<file path="src/sv/assert_macros.svh">
// Assertion helpers; the enclosing module supplies clk and arst_n.
`ifndef ASSERT_MACROS_SVH
`define ASSERT_MACROS_SVH

// Same-cycle implication.
`define ASSERT_SAME(label, ante, cons) \
	label: assert property (@(posedge clk) disable iff (!arst_n) (ante) |-> (cons)) \
		else $error("assertion failed");

// Next-cycle implication.
`define ASSERT_NEXT(label, ante, cons) \
	label: assert property (@(posedge clk) disable iff (!arst_n) (ante) |=> (cons)) \
		else $error("assertion failed");

`endif

</file>
<file path="src/sv/ddn_pkg.sv">
package ddn_pkg;

	typedef enum logic [2:0] {
		CMD_START   = 3'd0,
		CMD_TOKEN   = 3'd1,
		CMD_RETURN  = 3'd2,
		CMD_ACK     = 3'd3,
		CMD_VISITED = 3'd4
	} cmd_t;

	typedef enum logic [1:0] {
		KIND_TOKEN   = 2'd0,
		KIND_RETURN  = 2'd1,
		KIND_ACK     = 2'd2,
		KIND_VISITED = 2'd3
	} kind_t;

	localparam logic REG_IS_INITIATOR = 1'b0;
	localparam logic REG_PORT_COUNT   = 1'b1;

	localparam logic [3:0] PORT_COUNT_RESET = 4'd8;

	typedef struct packed {
		kind_t      kind;
		logic [2:0] port;
		logic [3:0] count;
	} job_t;

endpackage

</file>
<file path="src/sv/ddn_ctrl.sv">
module ddn_ctrl #(
	parameter int MAX_PORTS = 8
) (
	input  logic            clk,
	input  logic            arst_n,
	input  logic            wr_en,
	input  logic            wr_index,
	input  logic [3:0]      wr_data,
	input  logic            acc,
	input  logic [2:0]      cmd,
	input  logic [2:0]      arrival_port,
	output ddn_pkg::job_t   job
);

	localparam int PW = (MAX_PORTS < 8) ? MAX_PORTS : 8;

	logic          is_initiator_q;
	logic [3:0]    port_count_q;
	logic [PW-1:0] unvisited_q;
	logic [PW-1:0] pending_q;
	logic          visited_q;
	logic          idle_q;
	logic [2:0]    entry_q;

	logic [PW-1:0] unvisited_n;
	logic [PW-1:0] pending_n;
	logic          visited_n;
	logic          idle_n;
	logic [2:0]    entry_n;

	logic [3:0]    n_ports;
	logic [PW-1:0] all_mask;
	logic [PW-1:0] sel;
	logic          in_use;
	logic          found;
	logic [2:0]    fidx;
	logic [PW-1:0] fbit;
	ddn_pkg::job_t fwd_job;

	always_comb begin
		n_ports = (port_count_q > 4'(PW)) ? 4'(PW) : port_count_q;
		in_use  = {1'b0, arrival_port} < n_ports;
		found   = 1'b0;
		fidx    = '0;
		fbit    = '0;
		for (int i = 0; i < PW; i++) begin
			all_mask[i] = 4'(i) < n_ports;
			sel[i]      = arrival_port == 3'(i);
		end
		for (int i = PW - 1; i >= 0; i--) begin
			if (unvisited_q[i]) begin
				found = 1'b1;
				fidx  = 3'(i);
			end
		end
		for (int i = 0; i < PW; i++) begin
			fbit[i] = found && (fidx == 3'(i));
		end
		if (found) begin
			fwd_job = '{kind: ddn_pkg::KIND_TOKEN, port: fidx, count: 4'd1};
		end else if (!is_initiator_q) begin
			fwd_job = '{kind: ddn_pkg::KIND_RETURN, port: entry_q, count: 4'd1};
		end else begin
			fwd_job = '{kind: ddn_pkg::KIND_TOKEN, port: 3'd0, count: 4'd0};
		end
	end

	always_comb begin
		unvisited_n = unvisited_q;
		pending_n   = pending_q;
		visited_n   = visited_q;
		idle_n      = idle_q;
		entry_n     = entry_q;
		job         = '{kind: ddn_pkg::KIND_TOKEN, port: 3'd0, count: 4'd0};
		if (cmd == ddn_pkg::CMD_START) begin
			unvisited_n = all_mask;
			pending_n   = '0;
			visited_n   = 1'b0;
			entry_n     = 3'd0;
			idle_n      = !is_initiator_q;
			if (is_initiator_q) begin
				visited_n = 1'b1;
				pending_n = all_mask;
				job = '{kind: ddn_pkg::KIND_VISITED, port: 3'd0, count: n_ports};
			end
		end else if (cmd <= ddn_pkg::CMD_VISITED && in_use) begin
			if (cmd == ddn_pkg::CMD_RETURN) begin
				unvisited_n = unvisited_q & ~fbit;
				job         = fwd_job;
			end else if (idle_q && cmd == ddn_pkg::CMD_VISITED) begin
				unvisited_n = unvisited_q & ~sel;
				idle_n      = 1'b0;
				visited_n   = 1'b1;
				job = '{kind: ddn_pkg::KIND_ACK, port: arrival_port, count: 4'd1};
			end else if (visited_q && cmd == ddn_pkg::CMD_ACK) begin
				pending_n = pending_q & ~sel;
				if (pending_n == '0) begin
					unvisited_n = unvisited_q & ~fbit;
					job         = fwd_job;
				end
			end else if (visited_q && cmd == ddn_pkg::CMD_VISITED) begin
				pending_n   = pending_q & ~sel;
				unvisited_n = unvisited_q & ~sel;
				job = '{kind: ddn_pkg::KIND_ACK, port: arrival_port, count: 4'd1};
			end else if (cmd == ddn_pkg::CMD_TOKEN) begin
				visited_n = 1'b1;
				entry_n   = arrival_port;
				pending_n = all_mask;
				job = '{kind: ddn_pkg::KIND_VISITED, port: 3'd0, count: n_ports};
			end
		end
	end

	always_ff @(posedge clk or negedge arst_n) begin
		if (!arst_n) begin
			is_initiator_q <= 1'b0;
			port_count_q   <= ddn_pkg::PORT_COUNT_RESET;
		end else if (wr_en) begin
			unique case (wr_index)
				ddn_pkg::REG_IS_INITIATOR: is_initiator_q <= wr_data[0];
				ddn_pkg::REG_PORT_COUNT:   port_count_q   <= wr_data;
				default: ;
			endcase
		end
	end

	always_ff @(posedge clk or negedge arst_n) begin
		if (!arst_n) begin
			unvisited_q <= '0;
			pending_q   <= '0;
			visited_q   <= 1'b0;
			idle_q      <= 1'b1;
			entry_q     <= 3'd0;
		end else if (acc) begin
			unvisited_q <= unvisited_n;
			pending_q   <= pending_n;
			visited_q   <= visited_n;
			idle_q      <= idle_n;
			entry_q     <= entry_n;
		end
	end

endmodule

</file>
<file path="src/sv/ddn_emit.sv">
module ddn_emit (
	input  logic          clk,
	input  logic          arst_n,
	input  logic          push_valid,
	input  ddn_pkg::job_t push_job,
	output logic          push_ready,
	output logic          out_valid,
	input  logic          out_ready,
	output logic [1:0]    send_kind,
	output logic [2:0]    send_port,
	output logic          last
);

	logic          job_valid_s1;
	ddn_pkg::job_t job_s1;
	ddn_pkg::kind_t kind_q;
	logic [2:0]    port_q;
	logic [3:0]    left_q;
	logic          em_done;

	assign out_valid  = left_q != 4'd0;
	assign last       = left_q == 4'd1;
	assign send_kind  = kind_q;
	assign send_port  = port_q;
	assign em_done    = !out_valid || (out_ready && last);
	assign push_ready = !job_valid_s1 || em_done;

	always_ff @(posedge clk or negedge arst_n) begin
		if (!arst_n) begin
			job_valid_s1 <= 1'b0;
		end else if (push_valid) begin
			job_valid_s1 <= 1'b1;
		end else if (em_done) begin
			job_valid_s1 <= 1'b0;
		end
	end

	always_ff @(posedge clk) begin
		if (push_valid) begin
			job_s1 <= push_job;
		end
	end

	always_ff @(posedge clk or negedge arst_n) begin
		if (!arst_n) begin
			kind_q <= ddn_pkg::KIND_TOKEN;
			port_q <= 3'd0;
			left_q <= 4'd0;
		end else if (em_done) begin
			kind_q <= job_s1.kind;
			port_q <= job_s1.port;
			left_q <= job_valid_s1 ? job_s1.count : 4'd0;
		end else if (out_ready) begin
			port_q <= port_q + 3'd1;
			left_q <= left_q - 4'd1;
		end
	end

endmodule

</file>
<file path="src/sv/distributed_dfs_node.sv">
// One node of a distributed depth-first traversal.
// Input channel (in_valid/in_ready): cmd and arrival_port, one command per beat.
// Output channel (out_valid/out_ready): send_kind and send_port, one message per
// beat; last marks the final message caused by a command. A command that
// causes no message produces no beat.
// Configuration: wr_en/wr_index/wr_data; index 0 is is_initiator, index 1 is
// port_count. Write only while the node is idle.
// A command's first message passes the job register, then the output registers.
// Throughput: one message per cycle while out_ready is high; a command
// occupies the message emitter until all its messages are sent (up to eight
// for a Visited broadcast, one otherwise). A one-entry job register ahead of
// the emitter lets the next command be taken while the current ones drain.
// Reset clears masks, flags and entry port, sets idle, is_initiator to 0 and
// port_count to 8. When the receiver stalls, the current message holds and at
// most one further command is buffered before in_ready drops.
module distributed_dfs_node #(
	parameter int MAX_PORTS = 8
) (
	input  logic       clk,
	input  logic       arst_n,
	input  logic       wr_en,
	input  logic       wr_index,
	input  logic [3:0] wr_data,
	input  logic       in_valid,
	output logic       in_ready,
	input  logic [2:0] cmd,
	input  logic [2:0] arrival_port,
	output logic       out_valid,
	input  logic       out_ready,
	output logic [1:0] send_kind,
	output logic [2:0] send_port,
	output logic       last
);

	`include "assert_macros.svh"

	logic          acc;
	ddn_pkg::job_t job;

	assign acc = in_valid && in_ready;

	ddn_ctrl #(
		.MAX_PORTS(MAX_PORTS)
	) u_ctrl (
		.clk         (clk),
		.arst_n      (arst_n),
		.wr_en       (wr_en),
		.wr_index    (wr_index),
		.wr_data     (wr_data),
		.acc         (acc),
		.cmd         (cmd),
		.arrival_port(arrival_port),
		.job         (job)
	);

	ddn_emit u_emit (
		.clk       (clk),
		.arst_n    (arst_n),
		.push_valid(acc && (job.count != 4'd0)),
		.push_job  (job),
		.push_ready(in_ready),
		.out_valid (out_valid),
		.out_ready (out_ready),
		.send_kind (send_kind),
		.send_port (send_port),
		.last      (last)
	);

	`ASSERT_SAME(a_single_alone, out_valid && send_kind != ddn_pkg::KIND_VISITED, last)
	`ASSERT_SAME(a_stall_busy, !in_ready, out_valid)
	`ASSERT_NEXT(a_bcast_step, out_valid && out_ready && !last,
		out_valid && send_port == 3'($past(send_port) + 3'd1))

endmodule
</file>
<file path="config.mk">
export PLATFORM = sky130hd
export DESIGN_NAME = distributed_dfs_node
export DESIGN_NICKNAME = d
export VERILOG_FILES = /design/src/sv/ddn_pkg.sv /design/src/sv/ddn_ctrl.sv /design/src/sv/ddn_emit.sv /design/src/sv/distributed_dfs_node.sv
export VERILOG_INCLUDE_DIRS = /design/src /design/src/sv
export SDC_FILE = /design/constraint.sdc
export NUM_CORES = 1
export LEC_CHECK = 0
export ABC_CLOCK_PERIOD_IN_PS = 4450
export BUFFER_PORTS_ARGS = -buffer_cell sky130_fd_sc_hd__buf_2
export CAP_MARGIN = 5
export CORE_MARGIN = 1
export CORE_UTILIZATION = 62
export CTS_BUF_LIST = sky130_fd_sc_hd__clkbuf_8
export DETAILED_ROUTE_END_ITERATION = 7
export GPL_ROUTABILITY_DRIVEN = 1
export PLACE_DENSITY = 0.82
export SYNTH_ARGS = -nofsm -noshare
export SYNTH_HDL_FRONTEND = slang
export SYNTH_SLANG_ARGS = --single-unit
</file>
<file path="constraint.sdc">
create_clock -name clk -period 4.45 [get_ports clk]
set_input_delay 0.89 -clock clk [delete_from_list [all_inputs] [get_ports clk]]
set_output_delay 0.89 -clock clk [all_outputs]
set_load 0.01 [all_outputs]
</file>
==> flow_summary.rst, run 1 <==
.. list-table::
   :header-rows: 1

   * - Metric
     - Value
   * - Run status
     - complete, but fails checks
   * - Failing checks
     - DRC
   * - Final clock skew
     - 5.73 ps
   * - Worst stage delay on the critical path
     - 680 ps
   * - Worst slew margin
     - 0.440
   * - Crit Path Class
     - reg2reg
   * - All-Layer GR Usage
     - 0.304
   * - Register clock-pin slew on the reported worst setup and hold paths
     - 80 ps
   * - Multiplexer share of the synthesized area
     - 0.0733
   * - Slew at the pin closest to its max-slew limit
     - 840 ps
   * - Crit path from
     - u_ctrl.port_count_q[3]$_DFFE_PN1P_
   * - Mapped Nets
     - between 300 and 400
   * - CP Capture Type
     - flop
   * - Post-cts repair resize count
     - 0
   * - Chip Width
     - 71.0 µm
   * - Hold_buf cts
     - 0
   * - Hold Violations, Final
     - 0
   * - Leftover overflow at the end of global routing
     - 0
   * - Unrepaired setup endpoints after global routing
     - false
   * - Clock H-tree levels
     - 2
   * - Maximum operating frequency
     - ~300 MHz
   * - Required time of the critical path
     - 4640 ps
   * - Number of storage elements in the synthesis netlist
     - 45
   * - Slowest-stage cell, CP
     - sky130_fd_sc_hd__dfstp_2
   * - Pre-CTS WS
     - 785 ps
   * - Area growth from synthesis to final layout
     - 6.61%
   * - Global-route wire length before repair
     - 11900 µm
   * - Die Area
     - approximately 5000 µm²
   * - Critical Path, Cell by Cell
     - inv_1 -> nand2_1 -> ha_1 -> a21o_1 -> a31oi_1 -> nor2_1 -> maj3_1 -> or4_1 -> mux2_1
   * - Path category of the worst min-delay check
     - reg2reg
   * - Endpoint of the most critical register-to-register path
     - u_ctrl.pending_q[2]$_DFFE_PN0P_
   * - Cells taking the most area after synthesis
     - sky130_fd_sc_hd__dfrtp_1 (29%), sky130_fd_sc_hd__edfxtp_1 (9.2%), sky130_fd_sc_hd__nor2_1 (4.8%)
   * - First DRT Iteration DRCs
     - 201
   * - FF-to-FF setup slack
     - approximately 1100 ps
   * - Max-Cap Viols
     - 0
   * - Final standard cell utilization of the core
     - 0.704
   * - Pwr Density
     - 473 nW/µm²
   * - Post-Synth Simple-Gate Area
     - 0.236
   * - Cell area after synthesis
     - 2950 µm²
   * - Initial antenna violation count
     - 0
   * - Share of synthesized registers carrying an async set or reset
     - 0.800
   * - Antenna Diode Count
     - 0
   * - Number of buffers created by CTS
     - 5
   * - Library cell occupying the most area in the post-synthesis netlist
     - sky130_fd_sc_hd__dfrtp_1
   * - Distinct cell type count after synthesis
     - 63
   * - Period utilisation layout
     - 0.761
   * - Effective utilization at floorplan
     - 0.660
   * - Maximum resistive drop on vdd
     - 286 µV
   * - Count of flip-flops with a built-in enable after synthesis
     - 9
   * - Number of instances in the synthesized netlist
     - ~330
   * - Largest family of logic cells by synthesized area
     - simple AND/OR/NAND/NOR gates
   * - Maximum number of pins on one net before global-route repair
     - 37
   * - Seq/Total Area, Yosys
     - 0.397
   * - CTS Root Cell
     - sky130_fd_sc_hd__clkbuf_8
   * - Post-DR vias/cell
     - 6.86
   * - Complex-gate fraction of the synthesized area
     - 0.222
   * - Average wire per standard cell
     - 18.3 µm
   * - Post-layout net count
     - 364
   * - Portion of synthesized cell area occupied by the leading cell type
     - 0.288
   * - DRC violation count after routing
     - 2
   * - Max Buffers Root-to-Sink
     - 2
   * - Setup_tns
     - 0 ps
   * - Core footprint
     - 4470 µm²
   * - Largest delay contributor family on the critical path
     - simple AND/OR/NAND/NOR gates
   * - Data arrival time at the worst-slack endpoint
     - 3570 ps
   * - Post-CTS setup buffers
     - 0
   * - Number of buffers added on ports
     - 23
   * - Warning count from the yosys run
     - 0
   * - Clock tree from TritonCTS
     - built
   * - Post-DRT Antenna Nets
     - 0
   * - Final setup slack of the worst path
     - 1060 ps
   * - Proportion of layout cells with a drive suffix above 1
     - 0.137
   * - Count of filler cells inserted in the layout
     - 341
   * - Row Count
     - 24
   * - Final period demand of the worst path
     - 3390 ps
   * - Placed wire-length estimate after detailed placement
     - ~5200 µm
   * - XOR/XNOR Fraction of Synth Area
     - 0
   * - Drt first pass iters
     - 8
   * - Count of final setup violators
     - 0
   * - Worst Path Buf+Inv
     - 1
   * - Logic depth of the worst setup path including buffers
     - 9
   * - Hold Slack
     - 491 ps
   * - Height of the die
     - 71.0 µm
   * - Largest fanout on the critical path
     - 13
   * - Number of sinks driven by the clock tree
     - 45
   * - Clk Latency, worst-skew pair
     - 300 ps
   * - Most used flip-flop cell after synthesis
     - sky130_fd_sc_hd__dfrtp_1
   * - Mapped Avg Cell Area
     - 8.98 µm²
   * - Num ports
     - 24
   * - Worst R2R Start
     - u_ctrl.port_count_q[3]$_DFFE_PN1P_
   * - Total wire length
     - about 7200 µm
   * - Routability Congestion
     - 0.908
   * - Adder-Cell Fraction of Synth Area
     - 0.0246
   * - Via count
     - 2715
   * - Capturing instance or port of the critical path
     - u_ctrl.pending_q[2]$_DFFE_PN0P_
   * - Vias in the first global route
     - between 2000 and 3000
   * - R2r worst-path depth
     - 9
   * - Critical Path Start Type
     - flop
   * - Leakage power summed over all cells
     - around 0.0013 µW
   * - Slew Limit Fails
     - 0
   * - Total design power
     - 1490 µW
-- per-stage QoR --
step	area [µm²]	cells
after detailed placement	3060	388
final	3150	396
after global routing	3150	396
after floorplan	2950	329
after CTS	3150	396
after global placement	3060	388
-- where the power goes --
| part | leakage [µW] | switching (µW) | internal [µW] |
|---|---|---|---|
| clock network | 0.0000467 | 135 | 107 |
| logic | 0.000719 | 299 | 246 |
| registers | 0.000490 | 146 | 555 |
-- layout make-up --
class                   instances  area (µm²)  area share
flip-flops and latches         45        1170       0.373
repair buffers                 26         138      0.0437
inverters                      12        45.0      0.0143
clock inverters                 3        15.0     0.00477
well taps                      52        65.1      0.0207
clock buffers                   5        68.8      0.0219
multi-input cells             253        1640       0.522
-- routing by layer --
metal | vias to the layer above | global-route usage | wire length [µm]
met5 | - | 0 | 0
met4 | 0 | 0.142 | 212
met3 | 24 | 0.0527 | 482
met2 | 110 | 0.527 | 3620
met1 | 1322 | 0.370 | 2930
li1 | 1259 | - | -
-- layout by cell type (no fill, tap or decap), types with 4 or more instances in the layout --
cell / count
sky130_fd_sc_hd__a21o_1: 5
sky130_fd_sc_hd__a21oi_1: 17
sky130_fd_sc_hd__a31oi_1: 8
sky130_fd_sc_hd__buf_2: 23
sky130_fd_sc_hd__clkbuf_8: 5
sky130_fd_sc_hd__dfrtp_1: 34
sky130_fd_sc_hd__edfxtp_1: 9
sky130_fd_sc_hd__ha_1: 5
sky130_fd_sc_hd__inv_1: 14
sky130_fd_sc_hd__mux2_1: 6
sky130_fd_sc_hd__mux2_2: 7
sky130_fd_sc_hd__mux2i_1: 7
sky130_fd_sc_hd__nand2_1: 27
sky130_fd_sc_hd__nand2b_1: 9
sky130_fd_sc_hd__nand3_1: 6
sky130_fd_sc_hd__nand3b_1: 4
sky130_fd_sc_hd__nor2_1: 38
sky130_fd_sc_hd__nor2b_1: 6
sky130_fd_sc_hd__nor3_1: 12
sky130_fd_sc_hd__nor4_1: 6
sky130_fd_sc_hd__o21ai_0: 17
sky130_fd_sc_hd__o22ai_1: 5
sky130_fd_sc_hd__o31ai_1: 8
-- registers in the layout (all words and copies together), names as in the netlist --
register and flops:
u_ctrl.visited_q 1, u_emit.left_q 4, u_emit.job_s1 9, u_ctrl.pending_q 8, u_ctrl.idle_q 1, u_emit.send_port 3
u_ctrl.is_initiator_q 1, u_ctrl.port_count_q 4, u_emit.send_kind 2, u_ctrl.unvisited_q 8, u_ctrl.entry_q 3, u_emit.job_valid_s1 1
-- logic make-up (layout without fill, tap and decap cells) --
logic type / Yosys count / after routing
buf+inv: 31 / 46
fa+ha+maj: 6 / 6
mux: 20 / 20
compound gates: 97 / 97
simple gates: 130 / 130
flops: 45 / 45
-- worst min path at each step --
stage / startpoint / to / cells past startpoint
4_1_cts: u_emit.job_s1[8]$_DFFE_PP_ / u_emit.send_kind[1]$_DFFE_PN0P_ / 1
2_1_floorplan: u_emit.job_s1[7]$_DFFE_PP_ / u_emit.send_kind[0]$_DFFE_PN0P_ / 1
6_report: u_emit.job_s1[7]$_DFFE_PP_ / u_emit.send_kind[0]$_DFFE_PN0P_ / 1
5_1_grt: u_emit.job_s1[7]$_DFFE_PP_ / u_emit.send_kind[0]$_DFFE_PN0P_ / 1
3_3_place_gp: u_emit.job_s1[8]$_DFFE_PP_ / u_emit.send_kind[1]$_DFFE_PN0P_ / 1
3_5_place_dp: u_emit.job_s1[8]$_DFFE_PP_ / u_emit.send_kind[1]$_DFFE_PN0P_ / 1
-- worst reg2reg max path, cell delays in order (launching register included) --
cell                      delay, ps
sky130_fd_sc_hd__dfstp_2        680
sky130_fd_sc_hd__inv_1          170
sky130_fd_sc_hd__nand2_1        120
sky130_fd_sc_hd__ha_1           260
sky130_fd_sc_hd__a21o_1         170
sky130_fd_sc_hd__a31oi_1        280
sky130_fd_sc_hd__nor2_1          80
sky130_fd_sc_hd__maj3_1         500
sky130_fd_sc_hd__or4_1          660
sky130_fd_sc_hd__mux2_1         360
-- Yosys cell counts (8+ instances only) --
cell type / number
sky130_fd_sc_hd__nand2_1: 27
sky130_fd_sc_hd__a31oi_1: 8
sky130_fd_sc_hd__o21ai_0: 17
sky130_fd_sc_hd__clkbuf_1: 13
sky130_fd_sc_hd__inv_1: 12
sky130_fd_sc_hd__nor2_1: 38
sky130_fd_sc_hd__a21oi_1: 17
sky130_fd_sc_hd__dfrtp_1: 34
sky130_fd_sc_hd__nand2b_1: 9
sky130_fd_sc_hd__edfxtp_1: 9
sky130_fd_sc_hd__o31ai_1: 8
sky130_fd_sc_hd__nor3_1: 12
Note: power is estimated with default switching activity, not from simulation.
==> run 2: changes to the inputs <==
Settings changed: ABC_CLOCK_PERIOD_IN_PS 4450 to 2900, CORE_UTILIZATION 62 to 56, PLACE_DENSITY 0.82 to 0.78.
Clock period 4.45 ns to 2.9 ns, I/O delays scaled along.
==> flow_summary.rst, run 2 (synthesized netlist as in run 1, its figures left out) <==
.. list-table::
   :header-rows: 1

   * - Metric
     - Value
   * - Maximum number of pins on one net before global-route repair
     - 37 (unchanged)
   * - CTS Root Cell
     - sky130_fd_sc_hd__clkbuf_8
   * - Post-layout net count
     - 381 (+4.7%)
   * - Antenna Diode Count
     - 0 (unchanged)
   * - Clock H-tree levels
     - 2 (unchanged)
   * - Register clock-pin slew on the reported worst setup and hold paths
     - 90 ps (about the same)
   * - Row Count
     - 26 (+8.3%)
   * - Final setup slack of the worst path
     - 160 ps (-903 ps)
   * - Most common cell after layout, fill and taps aside
     - sky130_fd_sc_hd__nor2_1
   * - First DRT Iteration DRCs
     - 211 (+5.0%)
   * - Routability Congestion
     - 0.916 (+0.93%)
   * - DRC violation count after routing
     - 0 (-2)
   * - Largest fanout on the critical path
     - 7 (-6)
   * - Max-Cap Viols
     - 0 (unchanged)
   * - Pwr Density
     - 707 nW/µm² (+50%)
   * - Maximum resistive drop on vdd
     - 495 µV (+73%)
   * - Max Buffers Root-to-Sink
     - 2 (unchanged)
   * - CP Capture Type
     - flop
   * - Final standard cell utilization of the core
     - 0.651 (-0.0522)
   * - Crit Path Class
     - reg2reg
   * - Number of flip-flops in the largest register
     - 9 (unchanged)
   * - Number of buffers added on ports
     - 23 (unchanged)
   * - Number of buffers created by CTS
     - 5 (unchanged)
   * - Unrepaired setup endpoints after global routing
     - false
   * - Average wire per standard cell
     - 16.6 µm (-9.4%)
   * - Count of filler cells inserted in the layout
     - 442 (+30%)
   * - Top library cells by usage in the layout, fill and taps aside
     - sky130_fd_sc_hd__nor2_1 (38), sky130_fd_sc_hd__dfrtp_1 (34), sky130_fd_sc_hd__nand2_1 (26), sky130_fd_sc_hd__buf_2 (23), sky130_fd_sc_hd__buf_4 (20)
   * - Slew at the pin closest to its max-slew limit
     - 827 ps (-13.4 ps)
   * - Initial antenna violation count
     - 0 (unchanged)
   * - Post-CTS setup buffers
     - 0 (unchanged)
   * - Post-cts repair resize count
     - 0 (unchanged)
   * - Total wire length
     - 7140 µm (-1.4%)
   * - Number of sinks driven by the clock tree
     - 45 (unchanged)
   * - Largest registers
     - u_emit.job_s1 x9, u_ctrl.pending_q x8, u_ctrl.unvisited_q x8
   * - Run status
     - complete, no violations
   * - Num ports
     - 24 (unchanged)
   * - Die Area
     - 5570 µm² (+10%)
   * - Critical Path Start Type
     - flop
   * - Total design power
     - 2350 µW (+58%)
   * - Register area
     - 1170 µm² (unchanged)
   * - Effective utilization at floorplan
     - 0.578 (-0.0818)
   * - Clk Latency, worst-skew pair
     - 300 ps (about the same)
   * - Multi-input gate area in the final layout
     - 1670 µm² (+1.4%)
   * - Clock tree from TritonCTS
     - built
   * - Worst slew margin
     - 0.449 (+0.00892)
   * - Post-DRT Antenna Nets
     - 0 (unchanged)
   * - Area growth from synthesis to final layout
     - 12.7%
   * - Required time of the critical path
     - 3090 ps (-1550 ps)
   * - All-Layer GR Usage
     - 0.286 (-0.0183)
   * - Path category of the worst min-delay check
     - in2async
   * - Reg with most FFs
     - u_emit.job_s1
   * - Chip Width
     - 74.6 µm (+5.1%)
   * - Height of the die
     - 74.6 µm (+5.1%)
   * - Post-DR vias/cell
     - 6.22 (-9.2%)
   * - Vias in the first global route
     - 2508 (-3.3%)
   * - Hold_buf cts
     - 0 (unchanged)
   * - Placed wire-length estimate after detailed placement
     - 5310 µm (+2.7%)
   * - Proportion of layout cells with a drive suffix above 1
     - 0.197 (+0.0600)
   * - Final period demand of the worst path
     - 2740 ps (-647 ps)
   * - Period utilisation layout
     - 0.945 (+0.184)
   * - Leftover overflow at the end of global routing
     - 0 (unchanged)
   * - Final clock skew
     - 8.80 ps (+3.07 ps)
   * - Non-Filler Instances
     - 431 (+8.8%)
   * - Core footprint
     - 5110 µm² (+14%)
   * - Leakage power summed over all cells
     - 0.00134 µW (+6.5%)
   * - Setup_tns
     - 0 ps (unchanged)
   * - Data arrival time at the worst-slack endpoint
     - 2920 ps (-650 ps)
   * - Drt first pass iters
     - 5 (-3)
   * - Slew Limit Fails
     - 0 (unchanged)
   * - Pre-CTS WS
     - -1.25 ps (-786 ps)
   * - Via count
     - 2682 (-1.2%)
   * - Number of cells in the design after placement
     - 423 (+9.0%)
   * - Maximum operating frequency
     - 365 MHz (+24%)
   * - Hold Violations, Final
     - 0 (unchanged)
   * - Global-route wire length before repair
     - 11900 µm (+0.64%)
   * - Count of final setup violators
     - 0 (unchanged)
## run 2: critical path: stages (launching register included)
cell	delay (ps)
sky130_fd_sc_hd__dfstp_2	540
sky130_fd_sc_hd__inv_2	70
sky130_fd_sc_hd__nand2_2	100
sky130_fd_sc_hd__ha_4	210
sky130_fd_sc_hd__a21o_1	160
sky130_fd_sc_hd__a31oi_2	170
sky130_fd_sc_hd__nor2_1	60
sky130_fd_sc_hd__maj3_2	320
sky130_fd_sc_hd__or4_1	630
sky130_fd_sc_hd__mux2_1	360
## run 2: layout make-up
cell class | count | share of cell area
multi-input combinational | 253 | 0.501
sequential | 45 | 0.353
timing repair buffer | 43 | 0.0797
tap | 70 | 0.0263
clock buffer | 5 | 0.0207
inverter | 12 | 0.0135
clock inverter | 3 | 0.00639
## run 2: where the power goes
group	total (µW)	switching, µW	internal (µW)
Sequential	1050	203	851
Combinational	902	480	422
Clock	396	225	171
Total	2350	908	1440
## run 2: path summary, 6_finish.rpt
kind                                                endpoint                                from  cells past startpoint  slack (ps)
max                          u_ctrl.pending_q[1]$_DFFE_PN0P_  u_ctrl.port_count_q[3]$_DFFE_PN1P_                      9         160
min                             u_emit.left_q[3]$_DFFE_PN0P_                              arst_n                      1         360
max reg2reg                  u_ctrl.pending_q[1]$_DFFE_PN0P_  u_ctrl.port_count_q[3]$_DFFE_PN1P_                      9         160
min reg2reg                  u_emit.send_kind[0]$_DFFE_PN0P_          u_emit.job_s1[7]$_DFFE_PP_                      1         480
max in group asynchronous  u_ctrl.unvisited_q[7]$_DFFE_PN0P_                              arst_n                      1        2010
min in group clk             u_emit.send_kind[0]$_DFFE_PN0P_          u_emit.job_s1[7]$_DFFE_PP_                      1         480
## run 2: metal layers
layer / vias to the layer above / global-route usage / routed length, µm
met5: - / 0 / 0
met4: 0 / 0.0755 / 86
met3: 9 / 0.0455 / 409
met2: 94 / 0.495 / 3490
met1: 1286 / 0.374 / 3150
li1: 1293 / - / -
## run 2: per-stage QoR
| step | area [µm²] | hold WS (ps) |
|---|---|---|
| CTS | 3330 | 396 |
| finish | 3330 | 364 |
| detailed placement | 3240 | 461 |
| global route | 3330 | 434 |
| global placement | 3240 | 461 |
| floorplan | 2990 | 284 |
